<file path="config.mk">
export PLATFORM = sky130hd
export DESIGN_NAME = json_string_unescape_utf8
export DESIGN_NICKNAME = d
export VERILOG_FILES = /design/src/rtl/core/jsu_pkg.sv /design/src/rtl/core/jsu_front.sv /design/src/rtl/core/jsu_queue.sv /design/src/rtl/core/jsu_back.sv /design/src/rtl/core/json_string_unescape_utf8.sv
export SDC_FILE = /design/constraint.sdc
export NUM_CORES = 1
export LEC_CHECK = 0
export BUFFER_PORTS_ARGS = -buffer_cell sky130_fd_sc_hd__buf_2
export CAP_MARGIN = 25
export CELL_PAD_IN_SITES_DETAIL_PLACEMENT = 1
export CELL_PAD_IN_SITES_GLOBAL_PLACEMENT = 2
export CORE_MARGIN = 2
export CORE_UTILIZATION = 42
export DETAILED_ROUTE_END_ITERATION = 6
export PLACE_DENSITY = 0.78
export REMOVE_ABC_BUFFERS = 1
export SETUP_SLACK_MARGIN = 0.05
export SLEW_MARGIN = 20
export SYNTH_ARGS = -nofsm -noshare
export SYNTH_HDL_FRONTEND = slang
export SYNTH_SLANG_ARGS = --single-unit
</file>
<file path="constraint.sdc">
create_clock -name clk -period 9.75 [get_ports clk]
set_input_delay 1.95 -clock clk [delete_from_list [all_inputs] [get_ports clk]]
set_output_delay 1.95 -clock clk [all_outputs]
set_load 0.01 [all_outputs]
</file>
<file path="src/rtl/core/jsu_pkg.sv">
`timescale 1ns / 1ps
`default_nettype none
// ============================================================================
// jsu_pkg - shared types for the JSON string unescape block
// Request/result payloads and the decoded-operation record passed from the
// front end to the back end through the operation queue.
// ============================================================================
package jsu_pkg;

    // Input request: one raw byte of the string body
    typedef struct packed {
        logic [7:0] in_byte;
        logic       at_end;
    } jsu_item_t;

    // Output result: one decoded byte, the end of the string, or an error
    typedef struct packed {
        logic [7:0]  out_byte;
        logic        byte_valid;
        logic        string_done;
        logic [2:0]  error_code;
        logic [15:0] error_offset;
        logic        last_of_run;
    } jsu_result_t;

    // Error codes
    localparam logic [2:0] ERR_NONE         = 3'd0;
    localparam logic [2:0] ERR_UNTERMINATED = 3'd1;
    localparam logic [2:0] ERR_CONTROL      = 3'd2;
    localparam logic [2:0] ERR_BAD_UNICODE  = 3'd3;
    localparam logic [2:0] ERR_BAD_ESCAPE   = 3'd4;

    // Kind of the final result of an operation
    localparam logic [1:0] TAIL_NONE = 2'd0;
    localparam logic [1:0] TAIL_BYTE = 2'd1;
    localparam logic [1:0] TAIL_DONE = 2'd2;
    localparam logic [1:0] TAIL_ERR  = 2'd3;

    // Most results one request can produce
    localparam int MAX_RESULTS = 6;

    // Decoded operation: up to two code points to encode, then a tail result
    typedef struct packed {
        logic        a_en;
        logic [20:0] cp_a;
        logic        b_en;
        logic [15:0] cp_b;
        logic [1:0]  tail;
        logic [7:0]  tail_byte;
        logic [2:0]  err_code;
        logic [15:0] err_offset;
    } jsu_op_t;

    // Front end to queue write port
    typedef struct packed {
        logic    wr;
        jsu_op_t op;
    } jsu_push_t;

endpackage
`default_nettype wire

</file>
<file path="src/rtl/core/jsu_front.sv">
`timescale 1ns / 1ps
`default_nettype none
// ============================================================================
// jsu_front - escape parser front end
// Takes one body byte per accepted request, tracks the escape / \u state,
// and turns each byte with results to emit into one decoded operation.
// ============================================================================
module jsu_front
    import jsu_pkg::*;
#(
    parameter int OFFSET_BITS = 16
)
(
    input  logic      clk,
    input  logic      rst_n,
    input  logic      cfg_we,
    input  logic      cfg_wdata,
    input  logic      take,
    input  jsu_item_t item,
    output jsu_push_t push_req
);

    localparam int PW = OFFSET_BITS + 1;
    localparam int HEX_DIGITS = 4;
    localparam int HEX_LETTER_BASE = 10;

    // Parser phases
    localparam logic [3:0] PH_BODY      = 4'd0;
    localparam logic [3:0] PH_ESC       = 4'd1;
    localparam logic [3:0] PH_HEX0      = 4'd2;
    localparam logic [3:0] PH_HEX3      = 4'd5;
    localparam logic [3:0] PH_CONFIRM   = 4'd6;
    localparam logic [3:0] PH_HELD      = 4'd7;
    localparam logic [3:0] PH_PAIR_BS   = 4'd8;
    localparam logic [3:0] PH_PAIR_HEX0 = 4'd9;
    localparam logic [3:0] PH_PAIR_HEX3 = 4'd12;
    localparam logic [3:0] PH_BADHEX    = 4'd13;
    localparam logic [3:0] PH_FIN       = 4'd14;

    // Characters of interest
    localparam logic [7:0] CH_QUOTE   = 8'h22;
    localparam logic [7:0] CH_BSLASH  = 8'h5C;
    localparam logic [7:0] CH_SLASH   = 8'h2F;
    localparam logic [7:0] CH_LOWER_B = 8'h62;
    localparam logic [7:0] CH_LOWER_F = 8'h66;
    localparam logic [7:0] CH_LOWER_N = 8'h6E;
    localparam logic [7:0] CH_LOWER_R = 8'h72;
    localparam logic [7:0] CH_LOWER_T = 8'h74;
    localparam logic [7:0] CH_LOWER_U = 8'h75;
    localparam logic [7:0] CTRL_LIMIT = 8'h20;

    localparam logic [5:0] SURR_HIGH = 6'b110110;
    localparam logic [5:0] SURR_LOW  = 6'b110111;

    // {valid, value} of a hex digit
    function automatic logic [4:0] hex_digit(input logic [7:0] b);
        logic [4:0] r;
        r = '0;
        if (b >= 8'h30 && b <= 8'h39)
        begin
            r = {1'b1, b[3:0]};
        end
        else if ((b >= 8'h61 && b <= 8'h66) || (b >= 8'h41 && b <= 8'h46))
        begin
            // letters a..f / A..F have low nibble 1..6
            r = {1'b1, b[3:0] + 4'(HEX_LETTER_BASE - 1)};
        end
        return r;
    endfunction

    // {valid, char} of a single-character escape
    function automatic logic [8:0] esc_char(input logic [7:0] b);
        logic [8:0] r;
        unique case (b) inside
            CH_QUOTE, CH_BSLASH, CH_SLASH: r = {1'b1, b};
            CH_LOWER_B:                    r = {1'b1, 8'h08};
            CH_LOWER_F:                    r = {1'b1, 8'h0C};
            CH_LOWER_N:                    r = {1'b1, 8'h0A};
            CH_LOWER_R:                    r = {1'b1, 8'h0D};
            CH_LOWER_T:                    r = {1'b1, 8'h09};
            default:                       r = '0;
        endcase
        return r;
    endfunction

    logic                 strict_reg;
    logic [3:0]           phase_reg, phase_next;
    logic [PW-1:0]        pos_reg, pos_next;
    logic [15:0]          acc_reg, acc_next;
    logic [9:0]           held_reg, held_next;
    logic [PW-1:0]        uoff_reg, uoff_next;

    logic [4:0]           hd;
    logic [8:0]           ec;
    logic                 in_pair;
    logic [1:0]           hex_k;
    logic [15:0]          hex_acc;
    logic                 hex_hi, hex_lo;
    logic [15:0]          held_cp;
    logic [20:0]          cp_pair;
    logic [15:0]          acc_dec;
    logic [1:0]           body_tail, esc_tail;
    logic [3:0]           body_ph, esc_ph;
    logic [PW-1:0]        err_raw;
    logic [OFFSET_BITS-1:0] err_sat;
    logic [OFFSET_BITS+15:0] err_wide;
    jsu_op_t              op;

    // Byte classification
    assign hd      = hex_digit(item.in_byte);
    assign ec      = esc_char(item.in_byte);
    assign in_pair = (phase_reg >= PH_PAIR_HEX0);
    assign hex_k   = in_pair ? 2'(phase_reg - PH_PAIR_HEX0) : 2'(phase_reg - PH_HEX0);
    assign hex_acc = {acc_reg[11:0], hd[3:0]};
    assign hex_hi  = (hex_acc[15:10] == SURR_HIGH);
    assign hex_lo  = (hex_acc[15:10] == SURR_LOW);
    assign held_cp = {SURR_HIGH, held_reg};
    assign cp_pair = 21'h10000 + {1'b0, held_reg, hex_acc[9:0]};
    assign acc_dec = acc_reg - {15'd0, (acc_reg != 16'd0)};

    // Outcome of a byte seen in the plain body
    always_comb
    begin
        body_tail = TAIL_BYTE;
        body_ph   = PH_BODY;
        if (item.in_byte == CH_QUOTE)
        begin
            body_tail = TAIL_DONE;
            body_ph   = PH_FIN;
        end
        else if (item.in_byte == CH_BSLASH)
        begin
            body_tail = TAIL_NONE;
            body_ph   = PH_ESC;
        end
        else if (item.in_byte < CTRL_LIMIT && strict_reg)
        begin
            body_tail = TAIL_ERR;
            body_ph   = PH_FIN;
        end
    end

    // Outcome of a byte following a backslash
    always_comb
    begin
        esc_tail = TAIL_BYTE;
        esc_ph   = PH_BODY;
        if (item.in_byte == CH_LOWER_U)
        begin
            esc_tail = TAIL_NONE;
            esc_ph   = PH_HEX0;
        end
        else if (!ec[8])
        begin
            esc_tail = TAIL_ERR;
            esc_ph   = PH_FIN;
        end
    end

    // Next state and decoded operation
    always_comb
    begin
        phase_next = phase_reg;
        pos_next   = pos_reg;
        acc_next   = acc_reg;
        held_next  = held_reg;
        uoff_next  = uoff_reg;
        op         = '0;
        err_raw    = '0;

        if (item.at_end)
        begin
            unique case (phase_reg) inside
                PH_BODY, PH_ESC, PH_PAIR_BS:
                begin
                    op.tail     = TAIL_ERR;
                    op.err_code = ERR_UNTERMINATED;
                    phase_next  = PH_FIN;
                end
                [PH_HEX0:PH_HELD], [PH_PAIR_HEX0:PH_BADHEX]:
                begin
                    op.tail     = TAIL_ERR;
                    op.err_code = ERR_BAD_UNICODE;
                    err_raw     = uoff_reg;
                    phase_next  = PH_FIN;
                end
                default: ;
            endcase
        end
        else
        begin
            if (!pos_reg[OFFSET_BITS])
            begin
                pos_next = pos_reg + PW'(1);
            end
            op.tail_byte = item.in_byte;
            unique case (phase_reg) inside
                PH_BODY, PH_CONFIRM:
                begin
                    op.tail     = body_tail;
                    op.err_code = ERR_CONTROL;
                    err_raw     = pos_reg;
                    phase_next  = body_ph;
                end
                PH_ESC:
                begin
                    op.tail      = esc_tail;
                    op.tail_byte = ec[7:0];
                    op.err_code  = ERR_BAD_ESCAPE;
                    err_raw      = pos_reg - PW'(1);
                    phase_next   = esc_ph;
                    if (item.in_byte == CH_LOWER_U)
                    begin
                        uoff_next = pos_reg;
                        acc_next  = '0;
                    end
                end
                [PH_HEX0:PH_HEX3], [PH_PAIR_HEX0:PH_PAIR_HEX3]:
                begin
                    if (!hd[4])
                    begin
                        // count down to the fifth byte after the u
                        acc_next   = 16'(HEX_DIGITS) - {14'd0, hex_k};
                        phase_next = PH_BADHEX;
                    end
                    else
                    begin
                        acc_next = hex_acc;
                        if (hex_k != 2'(HEX_DIGITS - 1))
                        begin
                            phase_next = phase_reg + 4'd1;
                        end
                        else if (in_pair && hex_lo)
                        begin
                            op.a_en    = 1'b1;
                            op.cp_a    = cp_pair;
                            phase_next = PH_CONFIRM;
                        end
                        else
                        begin
                            // unpaired high surrogate goes out first
                            if (in_pair)
                            begin
                                op.a_en = 1'b1;
                                op.cp_a = 21'(held_cp);
                            end
                            if (hex_hi)
                            begin
                                held_next  = hex_acc[9:0];
                                phase_next = PH_HELD;
                            end
                            else if (in_pair)
                            begin
                                op.b_en    = 1'b1;
                                op.cp_b    = hex_acc;
                                phase_next = PH_CONFIRM;
                            end
                            else
                            begin
                                op.a_en    = 1'b1;
                                op.cp_a    = 21'(hex_acc);
                                phase_next = PH_CONFIRM;
                            end
                        end
                    end
                end
                PH_HELD:
                begin
                    if (item.in_byte == CH_BSLASH)
                    begin
                        phase_next = PH_PAIR_BS;
                    end
                    else
                    begin
                        op.a_en     = 1'b1;
                        op.cp_a     = 21'(held_cp);
                        op.tail     = body_tail;
                        op.err_code = ERR_CONTROL;
                        err_raw     = pos_reg;
                        phase_next  = body_ph;
                    end
                end
                PH_PAIR_BS:
                begin
                    if (item.in_byte == CH_LOWER_U)
                    begin
                        uoff_next  = pos_reg;
                        acc_next   = '0;
                        phase_next = PH_PAIR_HEX0;
                    end
                    else
                    begin
                        op.a_en      = 1'b1;
                        op.cp_a      = 21'(held_cp);
                        op.tail      = esc_tail;
                        op.tail_byte = ec[7:0];
                        op.err_code  = ERR_BAD_ESCAPE;
                        err_raw      = pos_reg - PW'(1);
                        phase_next   = esc_ph;
                    end
                end
                PH_BADHEX:
                begin
                    acc_next = acc_dec;
                    if (acc_dec == 16'd0)
                    begin
                        op.tail     = TAIL_ERR;
                        op.err_code = ERR_BAD_UNICODE;
                        err_raw     = uoff_reg + PW'(1);
                        phase_next  = PH_FIN;
                    end
                end
                default: ;
            endcase
        end

        // Saturate the offset, then fit it to the result field
        err_sat       = err_raw[OFFSET_BITS] ? '1 : err_raw[OFFSET_BITS-1:0];
        err_wide      = {16'd0, err_sat};
        op.err_offset = err_wide[15:0];
    end

    assign push_req.op = op;
    assign push_req.wr = take && (op.a_en || op.b_en || op.tail != TAIL_NONE);

    // Parser state
    always_ff @(posedge clk or negedge rst_n)
    begin
        if (!rst_n)
        begin
            strict_reg <= 1'b1;
            phase_reg  <= PH_BODY;
            pos_reg    <= PW'(1);
            acc_reg    <= '0;
            held_reg   <= '0;
            uoff_reg   <= '0;
        end
        else
        begin
            if (cfg_we)
            begin
                strict_reg <= cfg_wdata;
            end
            if (take)
            begin
                phase_reg <= phase_next;
                pos_reg   <= pos_next;
                acc_reg   <= acc_next;
                held_reg  <= held_next;
                uoff_reg  <= uoff_next;
            end
        end
    end

endmodule
`default_nettype wire

</file>
<file path="src/rtl/core/jsu_queue.sv">
`timescale 1ns / 1ps
`default_nettype none
// ============================================================================
// jsu_queue - operation queue between front end and back end
// Small register queue that lets the parser keep taking bytes while the
// back end is busy expanding a multi-byte operation.
// ============================================================================
module jsu_queue
    import jsu_pkg::*;
#(
    parameter int DEPTH = 4
)
(
    input  logic      clk,
    input  logic      rst_n,
    input  jsu_push_t push_req,
    output logic      full,
    input  logic      rd,
    output logic      valid,
    output jsu_op_t   head
);

    localparam int AW = (DEPTH > 1) ? $clog2(DEPTH) : 1;
    localparam int CW = $clog2(DEPTH + 1);

    jsu_op_t         slot_reg [DEPTH];
    logic [AW-1:0]   wr_ptr_reg, rd_ptr_reg;
    logic [CW-1:0]   count_reg;
    logic            wr;

    assign wr    = push_req.wr;
    assign full  = (count_reg == CW'(DEPTH));
    assign valid = (count_reg != '0);
    assign head  = slot_reg[rd_ptr_reg];

    // Pointers and fill count
    always_ff @(posedge clk or negedge rst_n)
    begin
        if (!rst_n)
        begin
            wr_ptr_reg <= '0;
            rd_ptr_reg <= '0;
            count_reg  <= '0;
        end
        else
        begin
            if (wr)
            begin
                wr_ptr_reg <= (wr_ptr_reg == AW'(DEPTH - 1)) ? '0 : wr_ptr_reg + AW'(1);
            end
            if (rd)
            begin
                rd_ptr_reg <= (rd_ptr_reg == AW'(DEPTH - 1)) ? '0 : rd_ptr_reg + AW'(1);
            end
            if (wr && !rd)
            begin
                count_reg <= count_reg + CW'(1);
            end
            else if (rd && !wr)
            begin
                count_reg <= count_reg - CW'(1);
            end
        end
    end

    // Entry storage
    always_ff @(posedge clk)
    begin
        if (wr)
        begin
            slot_reg[wr_ptr_reg] <= push_req.op;
        end
    end

endmodule
`default_nettype wire

</file>
<file path="src/rtl/core/jsu_back.sv">
`timescale 1ns / 1ps
`default_nettype none
// ============================================================================
// jsu_back - UTF-8 encoder and result sequencer
// Expands one queued operation into its list of results and delivers them
// one per cycle through the output register while it is free or popped.
// ============================================================================
module jsu_back
    import jsu_pkg::*;
(
    input  logic        clk,
    input  logic        rst_n,
    input  logic        q_valid,
    input  jsu_op_t     q_head,
    output logic        q_rd,
    input  logic        pop,
    output logic        empty,
    output jsu_result_t result
);

    typedef struct packed {
        logic [2:0]      len;
        logic [3:0][7:0] bytes;
    } utf8_t;

    // UTF-8 encoding of one code point
    function automatic utf8_t utf8_encode(input logic [20:0] cp);
        utf8_t e;
        e = '0;
        if (cp < 21'h80)
        begin
            e.len      = 3'd1;
            e.bytes[0] = {1'b0, cp[6:0]};
        end
        else if (cp < 21'h800)
        begin
            e.len      = 3'd2;
            e.bytes[0] = {3'b110, cp[10:6]};
            e.bytes[1] = {2'b10, cp[5:0]};
        end
        else if (cp < 21'h10000)
        begin
            e.len      = 3'd3;
            e.bytes[0] = {4'b1110, cp[15:12]};
            e.bytes[1] = {2'b10, cp[11:6]};
            e.bytes[2] = {2'b10, cp[5:0]};
        end
        else
        begin
            e.len      = 3'd4;
            e.bytes[0] = {5'b11110, cp[20:18]};
            e.bytes[1] = {2'b10, cp[17:12]};
            e.bytes[2] = {2'b10, cp[11:6]};
            e.bytes[3] = {2'b10, cp[5:0]};
        end
        return e;
    endfunction

    utf8_t       enc_a, enc_b;
    logic [2:0]  n_a, n_b;
    logic [3:0]  n_ab, n_all;
    jsu_result_t fill_list [MAX_RESULTS];
    jsu_result_t list_reg [MAX_RESULTS];
    logic [2:0]  pos_reg, pos_next;
    logic        busy_reg, busy_next;
    jsu_result_t out_reg;
    logic        out_valid_reg, out_valid_next;
    jsu_result_t cur;
    logic        out_free, emit, load;

    // Build the result list of the queue head
    always_comb
    begin
        enc_a = utf8_encode(q_head.cp_a);
        enc_b = utf8_encode({5'd0, q_head.cp_b});
        n_a   = q_head.a_en ? enc_a.len : 3'd0;
        n_b   = q_head.b_en ? enc_b.len : 3'd0;
        n_ab  = {1'b0, n_a} + {1'b0, n_b};
        n_all = n_ab + {3'd0, (q_head.tail != TAIL_NONE)};
        for (int i = 0; i < MAX_RESULTS; i++)
        begin
            fill_list[i] = '0;
            if (4'(i) < {1'b0, n_a})
            begin
                fill_list[i].out_byte   = enc_a.bytes[2'(i)];
                fill_list[i].byte_valid = 1'b1;
            end
            else if (4'(i) < n_ab)
            begin
                fill_list[i].out_byte   = enc_b.bytes[2'(4'(i) - {1'b0, n_a})];
                fill_list[i].byte_valid = 1'b1;
            end
            else
            begin
                case (q_head.tail)
                    TAIL_BYTE:
                    begin
                        fill_list[i].out_byte   = q_head.tail_byte;
                        fill_list[i].byte_valid = 1'b1;
                    end
                    TAIL_DONE:
                    begin
                        fill_list[i].string_done = 1'b1;
                    end
                    TAIL_ERR:
                    begin
                        fill_list[i].error_code   = q_head.err_code;
                        fill_list[i].error_offset = q_head.err_offset;
                    end
                    default: ;
                endcase
            end
            fill_list[i].last_of_run = (4'(i) + 4'd1 == n_all);
        end
    end

    // Sequencing control
    assign cur      = list_reg[pos_reg];
    assign out_free = !out_valid_reg || pop;
    assign emit     = busy_reg && out_free;
    assign load     = q_valid && (!busy_reg || (emit && cur.last_of_run));
    assign q_rd     = load;

    always_comb
    begin
        busy_next      = busy_reg;
        pos_next       = pos_reg;
        out_valid_next = out_valid_reg;
        if (emit)
        begin
            out_valid_next = 1'b1;
            pos_next       = pos_reg + 3'd1;
            if (cur.last_of_run)
            begin
                busy_next = 1'b0;
            end
        end
        else if (pop)
        begin
            out_valid_next = 1'b0;
        end
        if (load)
        begin
            busy_next = 1'b1;
            pos_next  = '0;
        end
    end

    always_ff @(posedge clk or negedge rst_n)
    begin
        if (!rst_n)
        begin
            busy_reg      <= 1'b0;
            pos_reg       <= '0;
            out_valid_reg <= 1'b0;
        end
        else
        begin
            busy_reg      <= busy_next;
            pos_reg       <= pos_next;
            out_valid_reg <= out_valid_next;
        end
    end

    // Result list and output register
    always_ff @(posedge clk)
    begin
        if (load)
        begin
            list_reg <= fill_list;
        end
        if (emit)
        begin
            out_reg <= cur;
        end
    end

    assign empty  = !out_valid_reg;
    assign result = out_reg;

endmodule
`default_nettype wire

</file>
<file path="src/rtl/core/json_string_unescape_utf8.sv">
`timescale 1ns / 1ps
`default_nettype none
// ============================================================================
// json_string_unescape_utf8 - streaming JSON string body decoder
// Unescapes a JSON string body byte by byte and emits the value as UTF-8,
// with string end and error reports in the same result stream.
// ============================================================================
//
// Channel   Handshake            Payload          Dir
// item      push / full          jsu_item_t       in
// result    empty / pop          jsu_result_t     out
// config    cfg_we / cfg_wdata   strict mode bit  in
//
// One request is taken per cycle while full is low; full rises when
// QUEUE_DEPTH decoded operations wait for the back end.
// The back end delivers one result per cycle while pop keeps up; a byte that
// expands to n results (up to six) keeps it busy until all n are out, so
// input runs at one byte per cycle wherever bytes produce at most one result
// each. A request passes the queue, the result list and the output register.
// Reset: strict mode on, parser in the string body at offset one, queue and
// output register empty. With pop held low the queue backs up to full.
// ============================================================================
module json_string_unescape_utf8
    import jsu_pkg::*;
#(
    parameter int OFFSET_BITS = 16,
    parameter int QUEUE_DEPTH = 4
)
(
    input  logic        clk,
    input  logic        rst_n,
    input  logic        cfg_we,
    input  logic        cfg_wdata,
    input  logic        push,
    output logic        full,
    input  jsu_item_t   item,
    output logic        empty,
    input  logic        pop,
    output jsu_result_t result
);

    logic      take;
    jsu_push_t push_req;
    logic      q_rd, q_valid;
    jsu_op_t   q_head;
    logic      terminal;

    assign take = push && !full;

    // Parser front end
    jsu_front #(
        .OFFSET_BITS (OFFSET_BITS)
    ) u_front (
        .clk       (clk),
        .rst_n     (rst_n),
        .cfg_we    (cfg_we),
        .cfg_wdata (cfg_wdata),
        .take      (take),
        .item      (item),
        .push_req  (push_req)
    );

    // Operation queue
    jsu_queue #(
        .DEPTH (QUEUE_DEPTH)
    ) u_queue (
        .clk      (clk),
        .rst_n    (rst_n),
        .push_req (push_req),
        .full     (full),
        .rd       (q_rd),
        .valid    (q_valid),
        .head     (q_head)
    );

    // Encoder and result sequencer
    jsu_back u_back (
        .clk     (clk),
        .rst_n   (rst_n),
        .q_valid (q_valid),
        .q_head  (q_head),
        .q_rd    (q_rd),
        .pop     (pop),
        .empty   (empty),
        .result  (result)
    );

    // Checks
    assign terminal = result.string_done || (result.error_code != ERR_NONE);

    a_terminal_last: assert property (@(posedge clk) disable iff (!rst_n)
        (!empty && terminal) |-> result.last_of_run)
        else $error("string end or error not marked last of run");

    a_byte_clean: assert property (@(posedge clk) disable iff (!rst_n)
        (!empty && result.byte_valid) |->
            (!result.string_done && result.error_code == ERR_NONE
             && result.error_offset == 16'd0))
        else $error("byte result carries end or error fields");

    a_nothing_after_end: assert property (@(posedge clk) disable iff (!rst_n)
        (!empty && pop && terminal) |=> empty)
        else $error("result delivered after string end or error");

    a_code_range: assert property (@(posedge clk) disable iff (!rst_n)
        !empty |-> (result.error_code <= ERR_BAD_ESCAPE))
        else $error("error code out of range");

endmodule
`default_nettype wire
</file>
* Word level (Yosys, flattened, before mapping) *
Memories as Yosys holds them, arrays and structs flattened.
Cells that the tools add are included.
Widths: inputs -> output; s select.

operators by class
  mux-type cells = 119
  divide/modulo/power cells = 0
  shift operators = 0
  eq/ne operators = 32
  add/subtract/negate cells = 23
  multiply operators = 0
  $lt $le $gt $ge = 37
  reductions and logical operators = 58
  bitwise operators = 5

operator list
  kind                    count
  $mux 39                 4
  $mux 17                 9
  $mux 9                  13
  $mux 22                 5
  $bmux 8 s2              6
  $bmux 30 s3             1
  $mux 8                  11
  $pmux 17 s5             1
  $pmux 22 s3             1
  $mux 30                 2
  $eq 8x7->1 const B      7
  $pmux 9 s6              1
  $mux 4                  13
  $mux 16                 3
  $pmux 16 s3             1
  $mux 14                 3
  $add 17x1->17 const B   2
  $mux 2                  16
  $mux 3                  9
  $mux 24                 1
  $pmux 4 s6              1
  $add 17x20->21 const A  1
  $lt 21x12->1 const B    1
  $lt 21x17->1 const B    1
  other kinds (73)        161

storage, ports and cells
  logic and storage cells = 330
  bits in latches = 0
  memories kept = 1
  bits in writable memories = 272
  ROM bits = 0
  flip-flop bits (word level) = 287

memories
  memory            words  width  read ports  clocked after Yosys merged registers in  wr ports  line             source
  u_queue.slot_reg  4      68     1           0                                        1         jsu_queue.sv:26  jsu_op_t slot_reg [DEPTH];

* Depth between registers and ports, before layout *
  word-level depth = 19
  mapped depth = 19
  gate-level depth less buffers = 17

* Modules after synthesis *
From an unflattened synthesis, not the netlist that was laid out.

unflattened totals
  cells, all modules = 2099
  area, all modules = 27136.0 um^2

modules (own cells, without submodules)
  module                     cells each  area each (um^2)  instances
  jsu_back                   918         10820.4           1
  jsu_queue                  393         10306.1           1
  jsu_front                  787         5995.8            1
  json_string_unescape_utf8  1           13.8              1

* Least setup slack after synthesis *
Ideal clock, no wire load.

  path type = input -> register
  start point = input port item[7] (netlist bit)
  end point = memory u_queue.slot_reg[0][0] (netlist bit), enable pin
  path slack = 0.152 ns
  path buffers = 1
  data required time = 9.158 ns
  library setup time = 0.592 ns
  cell stages on the path = 8
  arrival = 9.006 ns
  path through = clkbuf_1 -> or4b_2 -> nor3_2 -> o2111ai_1 -> o21ai_0 -> a21bo_2 -> a21oi_1 -> nor3b_1

between the ends
  longest elaborated chain between the ends = 13
  elaborated cells between the ends (all ways) = 46
  those cells by class = 7 x order compare; 9 x eq/ne; 20 x mux; 10 x reduce/logical

RTL lines
  item                                                   line                             source
  start: declaration                                     json_string_unescape_utf8.sv:36  input jsu_item_t item,
  $lt 8x6->1 (tied with other cells)                     jsu_front.sv:136                 else if (item.in_byte < CTRL_LIMIT && strict_reg)
  $logic_and 1x1->1 (tied with other cells)              jsu_front.sv:136
  $mux 2 (tied with other cells)                         jsu_front.sv:136
  $mux 2 (tied with other cells)                         jsu_front.sv:131                 else if (item.in_byte == CH_BSLASH)
  $mux 2 (tied with other cells)                         jsu_front.sv:126                 if (item.in_byte == CH_QUOTE)
  $mux 2 (tied with other cells)                         jsu_front.sv:269                 if (item.in_byte == CH_BSLASH)
  $pmux 2 s5 (tied with other cells)                     jsu_front.sv:197                 unique case (phase_reg) inside
  $mux 2 or $mux 39 (tied branches)                      jsu_front.sv:171                 if (item.at_end)
  $reduce_bool 2->1 or $logic_or 1x1->1 (tied branches)  jsu_front.sv:324                 assign push_req.wr = take && (op.a_en || op.b_en || op.tail != TAIL_NONE);
  $logic_or 1x1->1 (*)                                   jsu_front.sv:324
  $logic_and 1x1->1 (*)                                  jsu_front.sv:324
  $mux 1 (*)                                             jsu_queue.sv:69                  if (wr)
  $mux 1 (implied by the code) (*)                       jsu_queue.sv:71                  slot_reg[wr_ptr_reg] <= push_req.op;
  end: declaration                                       jsu_queue.sv:26

Every way passes the cells marked *; elsewhere a longest branch is shown, timed or not.

* Final worst setup path *
  start point = register u_queue.rd_ptr_reg[0]
  end point = register u_back.list_reg[155] (netlist bit), data pin

between the ends
  longest elaborated chain between the ends = 9
  elaborated cells between the ends (all ways) = 19
  those cells by class = 1 x add/sub; 7 x order compare; 1 x eq/ne; 8 x mux; 1 x reduce/logical; 1 x memory

RTL lines
  item                       line             source
  start: declaration         jsu_queue.sv:27  logic [AW-1:0] wr_ptr_reg, rd_ptr_reg;
  start signal: assignment   jsu_queue.sv:53  rd_ptr_reg <= (rd_ptr_reg == AW'(DEPTH - 1)) ? '0 : rd_ptr_reg + AW'(1);
  $mem_v2 4x68 (*)           --
  $lt 21x17->1               jsu_back.sv:41   else if (cp < 21'h10000)
  $mux 3                     jsu_back.sv:41
  $mux 3                     jsu_back.sv:35   else if (cp < 21'h800)
  $mux 3                     jsu_back.sv:30   if (cp < 21'h80)
  $mux 3                     jsu_back.sv:76   n_a = q_head.a_en ? enc_a.len : 3'd0;
  $add 3x2->4                jsu_back.sv:78   n_ab = {1'b0, n_a} + {1'b0, n_b};
  $lt 1x4->1                 jsu_back.sv:88   else if (4'(i) < n_ab)
  $reduce_or 2->1 (no line)  --
  end signal: assignment     jsu_back.sv:170  list_reg <= fill_list;
  end: declaration           jsu_back.sv:63   jsu_result_t list_reg [MAX_RESULTS];

Marked as above.
A chain may end at the register's enable or synchronous reset.

==> run_results.csv <==
group,metric,value,unit
status,status,"finished, final reports clean",
cells_and_area,drive_gt1_share,15.9,%
floorplan,dieHeight,257,um
synthesis,synth_area_leaders,"edfxtp_1, mux4_2, dfrtp_1",
power,power.leakage,10.6,nW
sta,slew_violations,0,
synthesis,avgSynthCellArea,12.9,um^2
synthesis,synthArstFlopShare,13.8,%
cells_and_area,fin_area,29800,um^2
floorplan,core,63100,um^2
placement,gp_congestion,0.879,
synthesis,synth_cell_types,98,
critical_path,crit_path_end_kind,"register",
cells_and_area,fillCellCount,6457,
synthesis,yosysWarningCount,0,
critical_path,crit_type,"register to register",
floorplan,die_area,65900,um^2
grt,grt_pass1_vias,18056,
synthesis,yosys_most_used_dff,"edfxtp_1",
cells_and_area,seqCellArea,16400,um^2
synthesis,synth_top_cell_by_area,"edfxtp_1",
drt,route.met2.wl,35200,um
drt,ant_nets,0,
floorplan,num_io_pins,47,
floorplan,start_util,42.5,%
clocking,cts_hold_buf,0,
drt,top_layer_used,"met4",
synthesis,synth_area,26800,um^2
sta,clock_skew,0.0416,ns
drt,drtIter0Drc,1327,
clocking,root_buffer,"clkbuf_16",
sta,rsz0062_at_grt,"no",
power,ir_worst_vdd,0.234,mV
sta,relSlewSlack,24.6,%
synthesis,synth_common_cells,"edfxtp_1, nor2_1, nand2_1, o21ai_0, mux4_2",
critical_path,arrival,7.07,ns
synthesis,synth-seq-area-share,61.2,%
synthesis,synth_most_common_cell,"edfxtp_1",
sta,fin_crit_sh,68.0,%
synthesis,ys_seq_elements,559,
clocking,clock_latency,0.64,ns
sta,hold_viol,0,
sta,fin_hold_ws,0.504,ns
clocking,ctsResizeCount,0,
placement,placed_area,27800,um^2
power,powerDensity,350,nW/um^2
clocking,clk_pin_slew_worst_paths,0.06,ns
grt,overflow,0,
drt,drt-total-wl,73700,um
sta,setup-tns-final,0,ns
cells_and_area,multiInputGateArea,9680,um^2
clocking,clock_path_buffers,3,
critical_path,crit_required,10.19,ns
synthesis,syn_inst,2075,
drt,wire_per_inst,24.7,um
sta,fmax,0.151,GHz
job,maxCapViolations,0,
critical_path,worstPathMaxFanout,44,
drt,met1_length,33800,um
cells_and_area,area_growth,11.3,%
drt,met3WireLength,3030,um
clocking,cts_buffers,60,
placement,dp_hpwl,49400,um
clocking,htree_levels,2,
drt,num_vias,17400,
sta,setup_viol,0,
synthesis,synth_top_cell_area_share,54.0,%
clocking,cts_setup_buffers,0,
worst_hold_path,hp-class,"register to register",
sta,worst_pin_slew,1.13,ns
synthesis,synth_edf_count,482,
cells_and_area,largest_reg_flops,272,
cells_and_area,nets,2134,
drt,viasPerCell,5.83,
floorplan,fp.dieW,257,um
clocking,cts_tree,"done",
drt,drcViolationCount,0,
sta,finalCriticalPeriod,6.63,ns
grt,grtUsageTotal,22.3,%
drt,drt_pass1_iterations,5,
critical_path,start_kind,"register",
grt,antenna_found_initial,0,
placement,io_buffers,46,
grt,grt_max_degree,187,
cells_and_area,antenna_cells,0,
clocking,clkSinkCount,559,
grt,grt_pass1_wl,113000,um
floorplan,row_count,92,
[area by class of cell]
cell class,instances,area share (%)
Clock buffer,82,5.54
Clock inverter,29,1.08
Tap cell,846,3.55
Inverter,51,0.641
Multi-Input combinational cell,1337,32.4
Sequential cell,559,55.0
Timing Repair Buffer,80,1.74
[cell families after synthesis]
family	Yosys count	synth area share, %
xor gates and xnor gates	43	1.50
and+or+nand+nor	687	12.1
DFF	559	61.2
buffers and inverters	179	2.80
AOI/OAI and AO/OA	405	9.97
muxes	172	11.0
adders and majority gates	30	1.46
[power breakdown]
part,switching [mW],leakage [nW],total (mW),internal [mW]
combinational,2.87,3.99,4.27,1.40
sequential,0.340,5.67,3.88,3.54
clock,0.957,0.963,2.28,1.32
[placed cells by master, fill, tap and decap left out, types with 14 or more instances in the layout]
cell,instances
a211oi_1,15
a21oi_1,83
a22oi_1,26
and2_1,21
and3_1,14
buf_2,46
buf_4,29
clkbuf_1,15
clkbuf_16,60
dfrtp_1,72
edfxtp_1,482
ha_1,28
inv_1,50
mux2_2,28
mux2i_1,47
mux4_2,94
nand2_1,184
nand2b_1,18
nand3_1,55
nand4_1,18
nor2_1,243
nor3_1,35
nor4_1,18
o211ai_1,23
o21ai_0,97
o21ai_1,17
xnor2_1,25
xor2_1,16
[worst paths after layout]
kind	startpoint	endpoint	slack (ns)	cells after the start
max in group asynchronous	rst_n	u_queue.rd_ptr_reg[0]$_DFFE_PN0P_	7.38	2
max	u_queue.rd_ptr_reg[0]$_DFFE_PN0P_	u_back.list_reg[155]$_SDFFCE_PP0P_	3.12	13
min in group asynchronous	rst_n	u_back.pos_reg[2]$_DFFE_PN0P_	1.31	1
min	u_back.busy_reg$_DFFE_PN0P_	u_back.out_valid_reg$_DFFE_PN0P_	0.50	1
max reg2reg	u_queue.rd_ptr_reg[0]$_DFFE_PN0P_	u_back.list_reg[155]$_SDFFCE_PP0P_	3.12	13
min reg2reg	u_back.busy_reg$_DFFE_PN0P_	u_back.out_valid_reg$_DFFE_PN0P_	0.50	1
[critical path, stage by stage, from the launching register on]
cell and delay, ns:
dfrtp_4 0.89, buf_4 0.71, mux4_2 0.72, nor2b_1 0.22
and2_1 0.37, nand2_2 0.30, inv_2 0.30, ha_1 0.25
fa_1 0.62, nand2_1 0.15, mux2_4 0.36, nor3_2 0.45
nand2_1 0.70, nor2_1 0.32
[routing by layer]
layer | track usage [%] | vias up
li1 | - | 7954
met1 | 31.9 | 8977
met2 | 36.1 | 368
met3 | 3.15 | 101
met4 | 5.67 | 0
met5 | 0 | -
[metrics by stage]
stage / setup WS [ns] / instances / power, mW / util [%]
after detailed placement: 3.00 / 2867 / 8.18 / 44.1
after CTS: 2.92 / 2978 / 10.5 / 47.2
final: 3.12 / 2984 / 10.4 / 47.3
after global placement: 3.11 / 2867 / 8.03 / 44.1
after floorplan: 0.281 / 1947 / 6.69 / -
after global routing: 2.53 / 2984 / 11.0 / 47.3
Note: power is estimated with default switching activity, not from simulation.
